## config.mk

```make
export PLATFORM = sky130hd
export DESIGN_NAME = wma_div
export DESIGN_NICKNAME = d
export VERILOG_FILES = /design/src/hw/rtl/wma_pkg.sv /design/src/hw/rtl/wma_div.sv
export SDC_FILE = /design/constraint.sdc
export NUM_CORES = 1
export LEC_CHECK = 0
export ABC_CLOCK_PERIOD_IN_PS = 5100
export BUFFER_PORTS_ARGS = -buffer_cell sky130_fd_sc_hd__buf_2
export CAP_MARGIN = 10
export CELL_PAD_IN_SITES_DETAIL_PLACEMENT = 1
export CELL_PAD_IN_SITES_GLOBAL_PLACEMENT = 2
export CORE_MARGIN = 2
export CORE_UTILIZATION = 37
export CTS_BUF_LIST = sky130_fd_sc_hd__clkbuf_4 sky130_fd_sc_hd__clkbuf_8 sky130_fd_sc_hd__clkbuf_16
export DETAILED_ROUTE_END_ITERATION = 8
export GPL_TIMING_DRIVEN = 1
export PLACE_DENSITY = 0.95
export SLEW_MARGIN = 20
export SYNTH_ARGS = -nofsm -noshare
export SYNTH_HDL_FRONTEND = slang
export SYNTH_SLANG_ARGS = --single-unit
```

## constraint.sdc

```tcl
create_clock -name clk -period 5.1 [get_ports clk]
set_input_delay 0.51 -clock clk [delete_from_list [all_inputs] [get_ports clk]]
set_output_delay 0.51 -clock clk [all_outputs]
set_load 0.02 [all_outputs]
```

## src/hw/rtl/wma_pkg.sv

```systemverilog
// shared constants and types for the weighted moving average block
// no dependencies
package wma_pkg;

  localparam int SAMPLE_BITS    = 32;
  localparam int WIN_BITS       = 9;
  localparam int MAX_WINDOW_DEF = 256;

  localparam logic [WIN_BITS-1:0] WIN_RESET = 9'd22;

  typedef logic signed [SAMPLE_BITS-1:0] sample_t;
  typedef logic [WIN_BITS-1:0]           win_t;

endpackage

```

## src/hw/rtl/wma_div.sv

```systemverilog
// signed by unsigned restoring divider, one quotient bit per cycle
// depends on wma_pkg
module wma_div import wma_pkg::*; #(
  parameter int DIVIDEND_BITS = 48,
  parameter int DIVISOR_BITS  = 16
) (
  input  logic                            clk,
  input  logic                            rst_n,
  input  logic                            start,
  input  logic signed [DIVIDEND_BITS-1:0] dividend,
  input  logic        [DIVISOR_BITS-1:0]  divisor,
  output logic                            done,
  output sample_t                         quotient
);

  localparam int CNT_BITS = $clog2(SAMPLE_BITS + 1);

  logic                     busy_r;
  logic                     done_r;
  logic [CNT_BITS-1:0]      cnt_r;
  logic                     neg_r;
  logic [DIVISOR_BITS-1:0]  rem_r;
  logic [DIVISOR_BITS-1:0]  dvs_r;
  logic [SAMPLE_BITS-1:0]   lo_r;

  logic [DIVIDEND_BITS-1:0] mag;
  logic [DIVISOR_BITS:0]    trial;
  logic [DIVISOR_BITS:0]    diff;
  logic                     ge;

  assign mag   = dividend[DIVIDEND_BITS-1] ? DIVIDEND_BITS'(-dividend)
                                           : DIVIDEND_BITS'(dividend);
  assign trial = {rem_r, lo_r[SAMPLE_BITS-1]};
  assign diff  = trial - {1'b0, dvs_r};
  assign ge    = (trial >= {1'b0, dvs_r});

  always_ff @(posedge clk) begin
    if (!rst_n) begin
      busy_r <= 1'b0;
      done_r <= 1'b0;
      cnt_r  <= '0;
    end else begin
      done_r <= 1'b0;
      if (start) begin
        busy_r <= 1'b1;
        cnt_r  <= CNT_BITS'(SAMPLE_BITS);
      end else if (busy_r) begin
        cnt_r <= cnt_r - CNT_BITS'(1);
        if (cnt_r == CNT_BITS'(1)) begin
          busy_r <= 1'b0;
          done_r <= 1'b1;
        end
      end
    end
  end

  // quotient magnitude fits in sample width, so the upper dividend bits
  // start below the divisor
  always_ff @(posedge clk) begin
    if (start) begin
      neg_r <= dividend[DIVIDEND_BITS-1];
      dvs_r <= divisor;
      rem_r <= DIVISOR_BITS'(mag >> SAMPLE_BITS);
      lo_r  <= mag[SAMPLE_BITS-1:0];
    end else if (busy_r) begin
      rem_r <= ge ? diff[DIVISOR_BITS-1:0] : trial[DIVISOR_BITS-1:0];
      lo_r  <= {lo_r[SAMPLE_BITS-2:0], ge};
    end
  end

  assign done     = done_r;
  assign quotient = neg_r ? sample_t'(-lo_r) : sample_t'(lo_r);

endmodule

```

==> run metrics <==
Critical Path RT=about 4600 ps; largest area contributor in the synthesized netlist=edfxtp_1; top_reg_cell synth=edfxtp_1; synthesized area=roughly 5500 µm²; hold path depth=1; first-pass GRT wire length=roughly 26000 µm; final hold vios=0; FF+latch count, synth=73; share of the synthesized area in the top cell type=35.2%; outcome=completed; CP endpoint kind=output pin; worst hold endpoint=dvs_r[11]; FFs w/ async S/R, synth=0%; drt first pass iters=4; commonest non-fill, non-tap cell in the layout=buf_2; Clock Pin Slew Worst Setup and Hold Paths=60 ps; max frequency=263 MHz; max_slew headroom=35.3%; unrepaired setup endpoints after global routing=false; Layout area overhead=17.0%; nets=800; drt drc=0; CP arrival=between 3000 and 4000 ps; Syn Area/Cell=about 8.8 µm²; Yosys cell types=a little under 60; largest fanout on the critical path=4; Syn Nets=715; Die Y=between 100 and 150 µm; Peak VDD IR=about 0.00019 V; Bufs on Longest Clock Path=2; Max-Cap Viols=0; largest family of logic cells by synthesized area=compound AO/OA/AOI/OAI gates; grt ovf=0; cts bufs inserted=9; Final Max Slew Viols=0; vias in the first global route=just over 5000; reg-to-reg endpoint=rem_r[14]; hpwl dp=12200 µm; # setup viols final=0; Compound-Gate Fraction of Synth Area=between 10% and 20%; fin worst setup slack=about 1300 ps; adder-cell share of the synthesized area=between 4 and 5%; Filler Cells Inserted=about 1800; Final Cycle Share=74.6%; total core area=14600 µm²; Power Density=392 nW/µm²; Slowest cell on crit path=or4_1; final wirelength=around 16000 µm; clock share of power=about a quarter; Final Util=about 44%; CTS Root Cell=clkbuf_16; reg2reg start=rem_r[11]; Vias=a little over 5000; I/O Pins=100; initial antenna violation count=0; Vias/cell=5.63; FF-to-FF path depth=7; sequential share of the synthesized area=38.1%; initial core utilization=38.0%; commonest cells after routing, fill and taps aside=buf_2, nor2_1, edfxtp_1; post-CTS setup buffers=0; WS Path Type=reg2out; # H-tree levels=3; top cells by area, synth=edfxtp_1, xnor2_1, xor2_1; leakage=2.51 nW; Routed Antenna Nets=0; Flop pwr share=34.5%; DR iter-0 viols=364; num rows=44; PortBufs=between 90 and 100; pre-CTS WS=between 1500 and 2000 ps; CTS sink cnt=73; Die Width=about 130 µm; switching part of the total=about two fifths; diodes inserted=0; post-cts sizing count=0; simple-gate share of the synthesized area=between 10% and 20%; xor/xnor share of the synthesized area=~14%; layout cells sized above 1=roughly 18%; final clock skew=about 4.6 ps; full die area=approximately 16000 µm²; cell-internal power=about 1.6 mW; Final GP Congestion=0.832; Sum Neg Setup Slack=0 ps; worst-path cell chain=or4_1 > nor4_1 > nand3b_1 > or3_4 > o41ai_1 > xnor2_1 > buf_2; CTS tree=yes; wire per inst=18.0 µm; hold path startpoint=divisor[11]; Post-synth EDFFs=65; Synth Instances=627; power share of the combinational group=roughly 40%; Hold-fix buffers, CTS=0; critical path's largest stage delay=between 600 and 700 ps; min Tclk post-route=around 3800 ps; CP Launch Type=register; clk_lat worst skew=between 300 and 400 ps; largest net degree at the start of global routing=63; Tightest Hold Check Type=in2reg; Least-Margin Pin Slew=971 ps; post-synthesis mux area share=1.11%; flop2flop setup slack=between 2000 and 2500 ps; global-route usage over all layers=between 20% and 30%; Ys Warns=0; P_sw=around 0.97 mW
cell families (layout without fill, tap and decap cells):
group,after synthesis,count (layout)
AND/OR/NAND/NOR,216,216
flip-flops,73,73
adder cells (fa/ha/maj),21,21
XOR/XNOR,86,86
multiplexers,6,6
buffers and inverters,56,146
AO/OA/AOI/OAI,169,169
cell usage after synthesis, types with 2 or more instances:
cell type and count:
nor2_1 66, edfxtp_1 65, nand2_1 57, a21oi_1 53
xnor2_1 50, o21ai_0 38, xor2_1 36, inv_1 29
clkbuf_1 22, o31ai_1 22, ha_1 20, nor3_1 17
o41ai_1 12, nand3_1 11, nand2b_1 10, nor4_1 10
dfxtp_1 8, or3_1 7, or4_1 7, a22oi_1 6
and3_1 6, nand4_1 6, mux2i_1 5, o211ai_1 4
a211oi_1 3, a21o_1 3, a31oi_1 3, and2_1 3
buf_1 3, nand4b_1 3, nor2b_1 3, o21a_1 3
o22ai_1 3, o31a_1 3, a211o_1 2, a21boi_0 2
nand3b_1 2, or3_4 2, or4_4 2
registers in the layout, indices dropped and copies added (netlist names):
name / count
busy_r: 1
cnt_r: 6
done: 1
dvs_r: 16
lo_r: 32
neg_r: 1
rem_r: 16
layer usage:
layer | vias to the layer above | track usage [%] | share of wire (%)
li1 | 2470 | - | -
met1 | 2452 | 24.9 | 44
met2 | 122 | 35.5 | 50
met3 | 26 | 3.46 | 4.3
met4 | 0 | 6.92 | 2.0
met5 | - | 0 | 0
worst max path at each step:
stage                        start      endpoint  slack, ps  cells after the start
final                     lo_r[16]  quotient[31]       1290                      7
after global routing      lo_r[16]  quotient[31]       1070                      7
after CTS                 lo_r[16]  quotient[31]       1270                      7
after detailed placement  lo_r[16]  quotient[31]       1660                      7
after global placement    lo_r[16]  quotient[31]       1760                      7
after floorplan           lo_r[10]  quotient[30]       2020                      7
power by group through the flow:
stage	clock [mW]	combinational [mW]	sequential, mW
after CTS	0.662	1.01	0.874
after floorplan	0	0.740	0.842
final	0.653	1.01	0.877
after global routing	0.682	1.12	0.888
after detailed placement	0	1.00	0.883
after global placement	0	0.967	0.878
metrics by stage:
stage	area [µm²]	instances	power, mW	hold slack, ps
2_1_floorplan	5540	627	1.58	454
3_3_place_gp	6180	885	1.85	463
3_5_place_dp	6180	885	1.89	502
4_1_cts	6480	901	2.55	326
5_1_grt	6480	901	2.69	327
6_report	6480	901	2.54	337
final cells by class:
type | count | area [µm²] | area share (%)
flip-flops and latches | 73 | 2110 | 32.6
well taps | 184 | 230 | 3.55
repair buffers | 101 | 513 | 7.91
clock inverters | 6 | 57.6 | 0.888
clock buffers | 10 | 239 | 3.69
multi-input cells | 498 | 3220 | 49.7
inverters | 29 | 109 | 1.68
critical path: cells and delay by family, from the launching register on:
family	cells	cell delay, ps
xor+xnor	1	170
flops	1	450
buf+inv	1	180
simple gates	4	1740
compound gates	1	410
(Power assumes the default switching activity.)
